File: src/hw/rtl/ssd_pkg.sv
`default_nettype none
// ----------------------------------------------------------------------------
// ssd_pkg: shared types and constants of the seven segment digit renderer
// request structs, the segment decode table, register indexes and codes
// ----------------------------------------------------------------------------
package ssd_pkg;

  // one input request: digit and its screen origin
  typedef struct packed {
    logic [9:0] origin_x;
    logic [9:0] origin_y;
    logic [3:0] digit;
  } in_t;

  // one rectangle command
  typedef struct packed {
    logic signed [11:0] rect_x0;
    logic signed [11:0] rect_y0;
    logic signed [11:0] rect_x1;
    logic signed [11:0] rect_y1;
    logic [15:0]        fill_color;
    logic               last_rect;
  } out_t;

  // classified digit, as held in the queue
  typedef struct packed {
    logic [9:0] ox;
    logic [9:0] oy;
    logic [6:0] segs;
  } job_t;

  // queue entry offer: valid plus payload
  typedef struct packed {
    logic valid;
    job_t job;
  } job_req_t;

  // register indexes
  localparam logic REG_COLOR_ON  = 1'b0;
  localparam logic REG_COLOR_OFF = 1'b1;

  localparam logic [15:0] COLOR_ON_RESET  = 16'd2047;
  localparam logic [15:0] COLOR_OFF_RESET = 16'd2113;

  // segment indexes in drawing order
  localparam logic [2:0] SEG_A = 3'd0;
  localparam logic [2:0] SEG_B = 3'd1;
  localparam logic [2:0] SEG_C = 3'd2;
  localparam logic [2:0] SEG_D = 3'd3;
  localparam logic [2:0] SEG_E = 3'd4;
  localparam logic [2:0] SEG_F = 3'd5;
  localparam logic [2:0] SEG_G = 3'd6;

  // bars A, D and G run horizontally
  localparam logic [6:0] HORIZ_MASK = 7'b1001001;

  // standard decode, bit 0 is segment A; codes above nine are blank
  function automatic logic [6:0] seg_decode(input logic [3:0] digit);
    logic [6:0] segs;
    unique case (digit)
      4'd0:    segs = 7'h3f;
      4'd1:    segs = 7'h06;
      4'd2:    segs = 7'h5b;
      4'd3:    segs = 7'h4f;
      4'd4:    segs = 7'h66;
      4'd5:    segs = 7'h6d;
      4'd6:    segs = 7'h7d;
      4'd7:    segs = 7'h07;
      4'd8:    segs = 7'h7f;
      4'd9:    segs = 7'h6f;
      default: segs = 7'h00;
    endcase
    return segs;
  endfunction

endpackage
`default_nettype wire

File: src/hw/rtl/ssd_front.sv
`default_nettype none
// ----------------------------------------------------------------------------
// ssd_front: input stage
// accepts digit requests, decodes the segment mask and offers the result to
// the queue
// ----------------------------------------------------------------------------
module ssd_front (
  input  wire logic             clk,
  input  wire logic             rst_n,
  input  wire logic             in_valid,
  output logic                  in_stall,
  input  wire ssd_pkg::in_t     in_data,
  output ssd_pkg::job_req_t     push,
  input  wire logic             q_full
);
  import ssd_pkg::*;

  logic front_valid_r, front_valid_nxt;
  job_t job_r;
  logic accept, push_fire;

  // hold off new requests only while the staged one cannot move on
  assign in_stall  = front_valid_r && q_full;
  assign accept    = in_valid && !in_stall;
  assign push_fire = front_valid_r && !q_full;

  always_comb begin
    front_valid_nxt = front_valid_r;
    if (accept) begin
      front_valid_nxt = 1'b1;
    end else if (push_fire) begin
      front_valid_nxt = 1'b0;
    end
  end

  always_ff @(posedge clk) begin
    if (!rst_n) begin
      front_valid_r <= 1'b0;
    end else begin
      front_valid_r <= front_valid_nxt;
    end
  end

  // classify: decode the digit once on the way in
  always_ff @(posedge clk) begin
    if (accept) begin
      job_r.ox   <= in_data.origin_x;
      job_r.oy   <= in_data.origin_y;
      job_r.segs <= seg_decode(in_data.digit);
    end
  end

  assign push.valid = front_valid_r;
  assign push.job   = job_r;

endmodule
`default_nettype wire

File: src/hw/rtl/ssd_queue.sv
`default_nettype none
// ----------------------------------------------------------------------------
// ssd_queue: two-entry queue between front and back
// lets the input side take a digit while the back is still drawing
// ----------------------------------------------------------------------------
module ssd_queue (
  input  wire logic              clk,
  input  wire logic              rst_n,
  input  wire ssd_pkg::job_req_t push,
  output logic                   full,
  output ssd_pkg::job_req_t      head,
  input  wire logic              pop
);
  import ssd_pkg::*;

  job_t       mem [2];
  logic       wr_ptr_r, wr_ptr_nxt;
  logic       rd_ptr_r, rd_ptr_nxt;
  logic [1:0] count_r, count_nxt;
  logic       do_push, do_pop;

  assign full    = (count_r == 2'd2);
  assign do_push = push.valid && !full;
  assign do_pop  = pop && (count_r != 2'd0);

  // pointer and fill bookkeeping
  always_comb begin
    wr_ptr_nxt = do_push ? ~wr_ptr_r : wr_ptr_r;
    rd_ptr_nxt = do_pop ? ~rd_ptr_r : rd_ptr_r;
    count_nxt  = count_r;
    if (do_push && !do_pop) begin
      count_nxt = count_r + 2'd1;
    end else if (do_pop && !do_push) begin
      count_nxt = count_r - 2'd1;
    end
  end

  always_ff @(posedge clk) begin
    if (!rst_n) begin
      wr_ptr_r <= 1'b0;
      rd_ptr_r <= 1'b0;
      count_r  <= 2'd0;
    end else begin
      wr_ptr_r <= wr_ptr_nxt;
      rd_ptr_r <= rd_ptr_nxt;
      count_r  <= count_nxt;
    end
  end

  // entry storage
  always_ff @(posedge clk) begin
    if (do_push) begin
      mem[wr_ptr_r] <= push.job;
    end
  end

  assign head.valid = (count_r != 2'd0);
  assign head.job   = mem[rd_ptr_r];

endmodule
`default_nettype wire

File: src/hw/rtl/ssd_back.sv
`default_nettype none
// ----------------------------------------------------------------------------
// ssd_back: rectangle sequencer
// walks segments A to G and the lines of each bar, one rectangle per cycle
// while the output is not stalled, into the output register
// ----------------------------------------------------------------------------
module ssd_back #(
  parameter int SEG_LEN   = 30,
  parameter int SEG_WIDTH = 6,
  parameter int SEG_GAP   = 2
) (
  input  wire logic              clk,
  input  wire logic              rst_n,
  input  wire ssd_pkg::job_req_t head,
  output logic                   pop,
  input  wire logic [15:0]       color_on,
  input  wire logic [15:0]       color_off,
  output logic                   out_valid,
  input  wire logic              out_stall,
  output ssd_pkg::out_t          out_data
);
  import ssd_pkg::*;

  localparam int IW = (SEG_WIDTH > 1) ? $clog2(SEG_WIDTH) : 1;
  localparam int W2 = SEG_WIDTH / 2;

  localparam logic [IW-1:0] LAST_I = IW'(SEG_WIDTH - 1);
  localparam logic [11:0]   W2_C   = 12'(W2);
  localparam logic [11:0]   H_C    = 12'(SEG_LEN - SEG_GAP);

  // bar base offsets from the origin
  localparam logic [11:0] OFF_X_MID   = 12'(W2 + SEG_GAP);
  localparam logic [11:0] OFF_X_RIGHT = 12'(SEG_LEN + SEG_GAP);
  localparam logic [11:0] OFF_Y_TOP   = 12'(-(W2 + SEG_LEN + SEG_GAP));
  localparam logic [11:0] OFF_Y_UPPER = 12'(-SEG_LEN);
  localparam logic [11:0] OFF_Y_LOWER = 12'(SEG_GAP);
  localparam logic [11:0] OFF_Y_BOT   = 12'(SEG_LEN + SEG_GAP - W2);
  localparam logic [11:0] OFF_Y_MID   = 12'(-W2);

  logic          busy_r, busy_nxt;
  job_t          job_r;
  logic [2:0]    s_r, s_nxt;
  logic [IW-1:0] i_r, i_nxt;
  logic          out_valid_r, out_valid_nxt;
  out_t          out_r;

  logic          load_ok, emit, last_now;
  logic [11:0]   off_x, off_y, base_x, base_y, i_ext, d;
  logic [11:0]   x0, y0, x1, y1;
  out_t          rect;

  assign load_ok  = !out_valid_r || !out_stall;
  assign emit     = busy_r && load_ok;
  assign last_now = (s_r == SEG_G) && (i_r == LAST_I);
  assign pop      = head.valid && (!busy_r || (emit && last_now));

  // base of the current bar
  always_comb begin
    unique case (s_r)
      SEG_A:   begin off_x = OFF_X_MID;   off_y = OFF_Y_TOP;   end
      SEG_B:   begin off_x = OFF_X_RIGHT; off_y = OFF_Y_UPPER; end
      SEG_C:   begin off_x = OFF_X_RIGHT; off_y = OFF_Y_LOWER; end
      SEG_D:   begin off_x = OFF_X_MID;   off_y = OFF_Y_BOT;   end
      SEG_E:   begin off_x = 12'd0;       off_y = OFF_Y_LOWER; end
      SEG_F:   begin off_x = 12'd0;       off_y = OFF_Y_UPPER; end
      SEG_G:   begin off_x = OFF_X_MID;   off_y = OFF_Y_MID;   end
      default: begin off_x = 12'd0;       off_y = 12'd0;       end
    endcase
  end

  // one line of the bevelled bar
  always_comb begin
    base_x = {2'b00, job_r.ox} + off_x;
    base_y = {2'b00, job_r.oy} + off_y;
    i_ext  = {{(12 - IW){1'b0}}, i_r};
    d      = (i_ext < W2_C) ? (W2_C - i_ext) : (i_ext - W2_C);
    if (HORIZ_MASK[s_r]) begin
      x0 = base_x + d;
      x1 = base_x + H_C - d;
      y0 = base_y + i_ext;
      y1 = y0;
    end else begin
      x0 = base_x + i_ext;
      x1 = x0;
      y0 = base_y + d;
      y1 = base_y + H_C - d;
    end
    rect.rect_x0    = $signed(x0);
    rect.rect_y0    = $signed(y0);
    rect.rect_x1    = $signed(x1);
    rect.rect_y1    = $signed(y1);
    rect.fill_color = job_r.segs[s_r] ? color_on : color_off;
    rect.last_rect  = last_now;
  end

  // sequencer counters
  always_comb begin
    busy_nxt = busy_r;
    s_nxt    = s_r;
    i_nxt    = i_r;
    if (emit) begin
      if (i_r == LAST_I) begin
        i_nxt = '0;
        s_nxt = last_now ? SEG_A : s_r + 3'd1;
      end else begin
        i_nxt = i_r + IW'(1);
      end
      if (last_now) begin
        busy_nxt = 1'b0;
      end
    end
    if (pop) begin
      busy_nxt = 1'b1;
      s_nxt    = SEG_A;
      i_nxt    = '0;
    end
  end

  always_comb begin
    out_valid_nxt = out_valid_r;
    if (emit) begin
      out_valid_nxt = 1'b1;
    end else if (!out_stall) begin
      out_valid_nxt = 1'b0;
    end
  end

  always_ff @(posedge clk) begin
    if (!rst_n) begin
      busy_r      <= 1'b0;
      s_r         <= SEG_A;
      i_r         <= '0;
      out_valid_r <= 1'b0;
    end else begin
      busy_r      <= busy_nxt;
      s_r         <= s_nxt;
      i_r         <= i_nxt;
      out_valid_r <= out_valid_nxt;
    end
  end

  // payload registers
  always_ff @(posedge clk) begin
    if (pop) begin
      job_r <= head.job;
    end
    if (emit) begin
      out_r <= rect;
    end
  end

  assign out_valid = out_valid_r;
  assign out_data  = out_r;

  // a rectangle that is not the last keeps the sequencer busy
  a_busy_holds: assert property (@(posedge clk) disable iff (!rst_n)
    (emit && !last_now) |=> busy_r)
    else $error("sequencer dropped a digit mid-draw");

  // line counter stays inside the bar
  a_line_range: assert property (@(posedge clk) disable iff (!rst_n)
    busy_r |-> (i_r <= LAST_I && s_r <= SEG_G))
    else $error("line or segment counter out of range");

  // every rectangle is a single line
  a_one_line: assert property (@(posedge clk) disable iff (!rst_n)
    out_valid_r |-> (out_r.rect_x0 == out_r.rect_x1 || out_r.rect_y0 == out_r.rect_y1))
    else $error("rectangle wider than one pixel");

  // fill is one of the two programmed colors
  a_color: assert property (@(posedge clk) disable iff (!rst_n)
    out_valid_r |-> (out_r.fill_color == color_on || out_r.fill_color == color_off))
    else $error("fill color not from a color register");

endmodule
`default_nettype wire

File: src/hw/rtl/seven_segment_digit_renderer.sv
`default_nettype none
// ----------------------------------------------------------------------------
// seven_segment_digit_renderer: bevelled seven segment digit to rectangles
// Input requests carry a digit (0..9, larger codes draw blank) and an origin.
// Each digit turns into 7*SEG_WIDTH one-pixel line rectangles (42 at the
// default width), segments A to G, each filled with the on or off color; the
// last one of a digit has last_rect set.
// Channels use valid/stall; a request moves when valid is high and stall low.
// The register port is APB-style: color_on at 0x0, color_off at 0x4; the user
// must write them only while the block is idle (not enforced); always ready.
// The first rectangle of a digit passes the input stage register, the queue,
// the sequencer and the output register. The back sequencer emits one
// rectangle per cycle while the output is not stalled; a
// two-entry queue behind the input stage lets new digits be taken while one
// is being drawn.
// When the receiver stalls, the output register holds its rectangle and the
// sequencer waits; the queue fills and then the input stalls.
// Reset (synchronous, rst_n low) empties all stages and loads the reset
// colors.
// ----------------------------------------------------------------------------
module seven_segment_digit_renderer #(
  parameter int SEG_LEN   = 30,
  parameter int SEG_WIDTH = 6,
  parameter int SEG_GAP   = 2
) (
  input  wire logic          clk,
  input  wire logic          rst_n,
  input  wire logic          in_valid,
  output logic               in_stall,
  input  wire ssd_pkg::in_t  in_data,
  output logic               out_valid,
  input  wire logic          out_stall,
  output ssd_pkg::out_t      out_data,
  input  wire logic          psel,
  input  wire logic          penable,
  input  wire logic          pwrite,
  input  wire logic [2:0]    paddr,
  input  wire logic [31:0]   pwdata,
  output logic [31:0]        prdata,
  output logic               pready
);
  import ssd_pkg::*;

  logic [15:0] color_on_r, color_on_nxt;
  logic [15:0] color_off_r, color_off_nxt;
  logic        wr_en;
  job_req_t    push, head;
  logic        q_full, pop;

  // color registers
  assign pready = 1'b1;
  assign wr_en  = psel && penable && pwrite && pready;

  always_comb begin
    color_on_nxt  = color_on_r;
    color_off_nxt = color_off_r;
    if (wr_en) begin
      unique case (paddr[2])
        REG_COLOR_ON:  color_on_nxt  = pwdata[15:0];
        REG_COLOR_OFF: color_off_nxt = pwdata[15:0];
        default:       color_on_nxt  = color_on_r;
      endcase
    end
  end

  always_ff @(posedge clk) begin
    if (!rst_n) begin
      color_on_r  <= COLOR_ON_RESET;
      color_off_r <= COLOR_OFF_RESET;
    end else begin
      color_on_r  <= color_on_nxt;
      color_off_r <= color_off_nxt;
    end
  end

  // read back
  assign prdata = {16'h0000, (paddr[2] == REG_COLOR_OFF) ? color_off_r : color_on_r};

  ssd_front u_front (
    .clk      (clk),
    .rst_n    (rst_n),
    .in_valid (in_valid),
    .in_stall (in_stall),
    .in_data  (in_data),
    .push     (push),
    .q_full   (q_full)
  );

  ssd_queue u_queue (
    .clk   (clk),
    .rst_n (rst_n),
    .push  (push),
    .full  (q_full),
    .head  (head),
    .pop   (pop)
  );

  ssd_back #(
    .SEG_LEN   (SEG_LEN),
    .SEG_WIDTH (SEG_WIDTH),
    .SEG_GAP   (SEG_GAP)
  ) u_back (
    .clk       (clk),
    .rst_n     (rst_n),
    .head      (head),
    .pop       (pop),
    .color_on  (color_on_r),
    .color_off (color_off_r),
    .out_valid (out_valid),
    .out_stall (out_stall),
    .out_data  (out_data)
  );

endmodule
`default_nettype wire
File: config.mk
export PLATFORM = sky130hd
export DESIGN_NAME = seven_segment_digit_renderer
export DESIGN_NICKNAME = d
export VERILOG_FILES = /design/src/hw/rtl/ssd_pkg.sv /design/src/hw/rtl/ssd_front.sv /design/src/hw/rtl/ssd_queue.sv /design/src/hw/rtl/ssd_back.sv /design/src/hw/rtl/seven_segment_digit_renderer.sv
export SDC_FILE = /design/constraint.sdc
export NUM_CORES = 1
export LEC_CHECK = 0
export BUFFER_PORTS_ARGS = -buffer_cell sky130_fd_sc_hd__buf_2
export CAP_MARGIN = 20
export CORE_ASPECT_RATIO = 1.5
export CORE_UTILIZATION = 34
export DETAILED_ROUTE_END_ITERATION = 7
export PLACE_DENSITY = 0.55
export RECOVER_POWER = 50
export SYNTH_ARGS = -nofsm -noshare
export SYNTH_HDL_FRONTEND = slang
export SYNTH_HIERARCHICAL = 1
export SYNTH_SLANG_ARGS = --single-unit
File: constraint.sdc
create_clock -name clk -period 5.45 [get_ports clk]
set_input_delay 0.2725 -clock clk [delete_from_list [all_inputs] [get_ports clk]]
set_output_delay 0.2725 -clock clk [all_outputs]
set_load 0.005 [all_outputs]
Word level (Yosys, flattened, before mapping)
Memories as Yosys holds them, arrays and structs flattened. A register that Yosys moved wholly into a read port is not among the register bits.
Index checks and enable logic that the tools add are counted.
Widths: inputs -> output; s select.
{"block": "word_totals", "register_bits": 130, "output_inout_bits": 100, "ram_bits": 54, "mem_bits_ro": 120, "memories": 3}
{"block": "classes", "reduce_logical": 36, "n_bitwise": 4, "add_sub_neg": 16, "n_mux": 27, "n_lt_le_gt_ge": 2, "n_eq_ne": 9}
{"memory": "(no name shown)", "words": 16, "width": 7, "rd": 1, "rd_clocked_by_memory_dff": 1, "wr": 0, "line": "ssd_pkg.sv:60", "source": "unique case (digit)"}
{"memory": "u_queue.mem", "words": 2, "width": 27, "rd": 1, "rd_clocked_by_memory_dff": 1, "wr": 1, "line": "ssd_queue.sv:16", "source": "job_t mem [2];"}
{"memory": "(no name shown)", "words": 8, "width": 1, "rd": 1, "rd_clocked_by_memory_dff": 1, "wr": 0, "line": "ssd_back.sv:77", "source": "if (HORIZ_MASK[s_r]) begin"}
{"op": "$mux 12", "n": 5}
{"op": "$pmux 12 s5", "n": 1}
{"op": "$mux 16", "n": 2}
{"op": "$add 12x12->12", "n": 2}
{"op": "$add 12x3->12", "n": 2}
{"op": "$add 12x5->12 const B", "n": 2}
{"op": "$sub 12x12->12", "n": 2}
{"op": "$add 10x12->12", "n": 1}
{"op": "$eq 3x3->1 const B", "n": 4}
{"op": "$logic_and 1x1->1", "n": 12}
{"op": "$mux 3", "n": 4}
{"op": "$pmux 6 s2", "n": 1}
{"op": "$add 10x6->11", "n": 1}
{"op": "$mux 1", "n": 11}
{"op": "$reduce_bool 2->1", "n": 5}
{"op": "$reduce_and 2->1", "n": 4}
{"op": "$reduce_or 2->1", "n": 4}
{"op": "$logic_not 1->1", "n": 7}
{"op": "$add 3x1->3 const B", "n": 2}
{"op": "$eq 3x2->1 const B", "n": 2}
{"op": "$lt 3x4->1 const B", "n": 1}
{"op": "$mux 2", "n": 2}
{"op": "$not 1->1", "n": 4}
{"op": "$sub 2x3->4 const A", "n": 1}
{"op": "11 further kinds", "n": 12}

Logic depth before layout (Yosys ltp)
{"block": "depth", "word_depth": 10, "depth_mapped": 23, "ltp_nobuf": 22}

Cells and area by module
Netlist, hierarchy kept.
{"mod": "ssd_back", "seq_area_each_um2": 2882.8, "cells_each": 726, "area_each_um2": 7502.2, "instances": 1}
{"mod": "ssd_queue", "seq_area_each_um2": 1721.7, "cells_each": 109, "area_each_um2": 2182.1, "instances": 1}
{"mod": "seven_segment_digit_renderer", "seq_area_each_um2": 640.6, "cells_each": 172, "area_each_um2": 1672.9, "instances": 1}
{"mod": "ssd_front", "seq_area_each_um2": 830.8, "cells_each": 58, "area_each_um2": 1059.8, "instances": 1}

Worst setup path after synthesis
OpenSTA, ideal clock, no wires.
{"block": "synth_path", "path_kind": "reg-to-reg", "start": "register u_back.s_r[0]", "end": "register u_back.out_r, in the netlist u_back/out_data[28], data pin", "t_arrival_ps": 5076, "t_required_ps": 5178, "path_stages_with_launch": 22, "setup_time_ps": 272, "setup_slack_ps": 102, "cell_sequence": "dfxtp_1 -> clkbuf_1 -> inv_1 -> ha_1 -> and2_1 -> a211o_1 -> o21a_1 -> o21ai_0 -> nand2_1 -> ha_1 -> fa_1 -> a21o_2 -> o2bb2ai_2 -> o2111a_1 -> a211oi_1 -> ha_1 -> ha_1 -> and2_1 -> and4_1 -> or4b_1 -> o31ai_1 -> xor2_1"}
{"item": "start, declared", "line": "ssd_back.sv:42", "source": "logic [2:0] s_r, s_nxt;"}
{"item": "start signal, assigned", "line": "ssd_back.sv:136", "source": "s_r <= s_nxt;"}
{"item": "end signal, assigned", "line": "ssd_back.sv:148", "source": "out_r <= rect;"}
{"item": "end, declared", "line": "ssd_back.sv:45", "source": "out_t out_r;"}

==> impl_metrics.json <==
{
  "outcome": "complete, but fails checks",
  "violations": "max-capacitance violations, max-slew violations",
  "htree_levels": 1,
  "synth_cells": 1065,
  "crit_top_cell": "ha_1",
  "dieArea_sq_mm": 0.03730,
  "vdd_drop_max_uv": 233.2,
  "dieWidth_um": 158.0,
  "synth_flop_cell": "edfxtp_1",
  "crit_path_end_kind": "flop",
  "wl_per_cell_um": 14.17,
  "nFillCells": 3576,
  "period_needed_ns": 5.081,
  "start_util": 0.3454,
  "final_layout_size_suffix_gt1_frac": 0.1952,
  "hold_path.startpoint": "pwdata[15]",
  "syn2layout_area_growth_pct": 18.92,
  "grt_usage": 0.1359,
  "ant_nets": 0,
  "leakage_nw": 5.863,
  "synth-seq-area-share": 0.4893,
  "maxSlewViolCount": 28,
  "worst_setup_hold_path_clk_slew_ns": 0.06,
  "synth_top_area_cell": "edfxtp_1",
  "critPathMaxStageDelay_ns": 0.54,
  "totalWireLength_mm": 24.92,
  "crit_chain": "inv_1, ha_1, and2_1, a211o_1, o21a_1, o21ai_1, nand2_2, ha_4, fa_1, a21o_2, o2bb2ai_2, o2111a_1, a211oi_2, ha_1, ha_1, and2_1, and4_1, or4b_1, o31ai_1, xor2_1",
  "startpoint": "u_back/s_r[0]",
  "synth_edf_count": 171,
  "worstPathArrival_ns": 5.34,
  "antenna_cells": 0,
  "dr.pass1.iters": 4,
  "die_h_um": 236.1,
  "period_share": 0.9322,
  "viasPerCell": 4.690,
  "slew_headroom": -0.07056,
  "synthTopCellsByArea": "edfxtp_1 41%, ha_1 10%, dfxtp_1 7.6%",
  "clockBufferDepth": 3,
  "gp_congestion": 0.8311,
  "antenna_found_initial": 0,
  "ys.warnings.count": 6,
  "placedCellCount": 1682,
  "min_path_type": "input port to flop",
  "grt_pass1_vias": 8218,
  "critPathSlowestCell": "or4b_1",
  "setup_viol": 0,
  "skew_ns": 0.01388,
  "final_nets": 1441,
  "avgSynthCellArea_sq_um": 11.66,
  "numCtsBuffers": 23,
  "critPathKind": "flop to flop",
  "synthesis.area_sq_mm": 0.01242,
  "ctsRootBufferMaster": "clkbuf_16",
  "rsz0062_at_grt": "no",
  "clock_latency_ns": 0.53,
  "tightest_slew_ns": 1.606,
  "drc": 0,
  "grt_max_degree": 69,
  "path_max_fanout": 5,
  "portBuffers": 130,
  "timing.max_cap.violations": 1,
  "synth_top_area_share": 0.4135,
  "coreArea_sq_mm": 0.03595,
  "cts_tree": "yes",
  "finalHoldViolCount": 0,
  "num_io_pins": 166,
  "dr_total_vias": 8250,
  "synth_cell_type_count": 82,
  "cp.required_ns": 5.71,
  "async_flop_share": 0,
  "r2r-start": "u_back/s_r[0]",
  "start_kind": "flop",
  "powerDensity_mw_per_mm2": 561.3,
  "stdcell_count": 1759,
  "dp_hpwl_mm": 18.07,
  "core.rowCount": 85,
  "grt-ovfl-total": 0,
  "drt_iter0_drc": 222,
  "clock-sinks": 218,
  "max_freq_mhz": 196.8,
  "grt_pass1_wl_mm": 40.47,
  "tns_ns": 0,
  "ys_ff_latch": 218
}
cell usage after synthesis (all sizes together) (3+ instances only):
cell type / number
buf: 37
o31ai: 4
nand4: 5
xnor2: 37
a211oi: 12
nor2: 53
o2111ai: 3
nor3b: 4
and3: 7
mux2: 61
nand2: 76
fa: 7
nor2b: 34
or3: 7
a21oi: 51
and2: 8
a21o: 25
edfxtp: 171
dfxtp: 47
inv: 69
and2b: 3
nor3: 20
o22ai: 4
o21ai: 43
nand2b: 10
a21boi: 6
o211ai: 8
clkbuf: 12
nand3: 7
o21bai: 8
o21a: 7
a31oi: 3
o311ai: 3
xor2: 25
mux2i: 38
a2111oi: 6
or2: 5
ha: 104
final timing paths:
kind / end / slack [ns] / depth (start not counted)
setup / recovery: u_back/out_data[28] / 0.37 / 20
hold / removal: color_on_r[15] / 0.02 / 3
setup reg to reg: u_back/out_data[28] / 0.37 / 20
hold reg to reg: u_queue/mem[1][18] / 0.44 / 0
per-stage QoR:
step / setup WS [ns] / utilization / hold slack [ns] / power (mW) / area, sq um
floorplan: 0.1021 / - / 0.3443 / 5.572 / 12470
global placement: 0.1539 / 0.3815 / 0.4224 / 6.725 / 13710
detailed placement: 0.1206 / 0.3815 / 0.4290 / 6.788 / 13710
CTS: 0.09436 / 0.4111 / 0.001013 / 8.379 / 14780
global route: 0.03199 / 0.4108 / 0.02297 / 8.970 / 14770
finish: 0.3693 / 0.4108 / 0.02199 / 8.289 / 14770
cell type report:
class / count / area [sq um] / share of cell area
Clock buffer: 28 / 614.3 / 0.04160
Clock inverter: 14 / 117.6 / 0.007965
Inverter: 69 / 259.0 / 0.01754
Multi-Input combinational cell: 744 / 5848 / 0.3960
Sequential cell: 218 / 6077 / 0.4115
Tap cell: 478 / 598.1 / 0.04050
Timing Repair Buffer: 208 / 1252 / 0.08482
worst max-delay path: cells and delay by family, from the launching register on:
family	cells	cell delay, ns
AOI/OAI and AO/OA	8	1.54
xor gates and xnor gates	1	0.10
adders and majority gates	5	1.55
buffers and inverters	1	0.09
DFF	1	0.33
and+or+nand+nor	5	1.18
registers in the layout (all words and copies together) (netlist names), 2 cells and up, named ones only:
| signal | flops |
|---|---|
| color_off_r | 16 |
| u_back/job_r | 27 |
| u_back/s_r | 3 |
| u_back/out_data | 63 |
| u_back/i_r | 3 |
| u_queue/count_r | 2 |
| color_on_r | 16 |
| u_front/push | 27 |
| u_queue/mem | 54 |
power by group:
| part | total, mW | internal [mW] | switching, mW |
|---|---|---|---|
| sequential | 2.56 | 2.41 | 0.147 |
| clock | 1.52 | 0.859 | 0.657 |
| combinational | 4.22 | 1.97 | 2.24 |
| total | 8.29 | 5.24 | 3.05 |
layer usage:
layer | up-vias | global-route usage | wire length, um
met3 | 31 | 0.01984 | 926
met2 | 147 | 0.2604 | 13390
met5 | - | 0 | 0
met4 | 0 | 0.04575 | 610
met1 | 3855 | 0.1486 | 9994
li1 | 4217 | - | -
kinds of logic (layout without fill, tap and decap cells):
family | count (synthesis) | count (layout) | share of synthesized area
buffers and inverters | 118 | 319 | 0.04857
AOI/OAI and AO/OA | 206 | 206 | 0.1142
and+or+nand+nor | 248 | 248 | 0.09976
DFF | 218 | 218 | 0.4893
adders and majority gates | 111 | 111 | 0.1161
xor gates and xnor gates | 62 | 62 | 0.04373
muxes | 100 | 100 | 0.08777
other | 2 | 17 | 0.0006048
placed cells by master (no fill, tap or decap), types with 38 or more instances in the layout:
| cell type | count |
|---|---|
| buf_2 | 73 |
| mux2_2 | 60 |
| dfxtp_1 | 46 |
| inv_1 | 68 |
| edfxtp_1 | 171 |
| buf_4 | 43 |
| mux2i_1 | 38 |
| clkbuf_1 | 59 |
| nor2_1 | 53 |
| ha_1 | 102 |
| a21oi_1 | 49 |
| nand2_1 | 75 |
what timing repair did:
action / CTS / global route
endpoints found under the setup margin: 0 / 3
hold buffers: 33 / 0
resized for setup: 0 / 15
setup buffers: 0 / 1
endpoints found under the hold margin: 39 / 0
(Power assumes the default switching activity.)
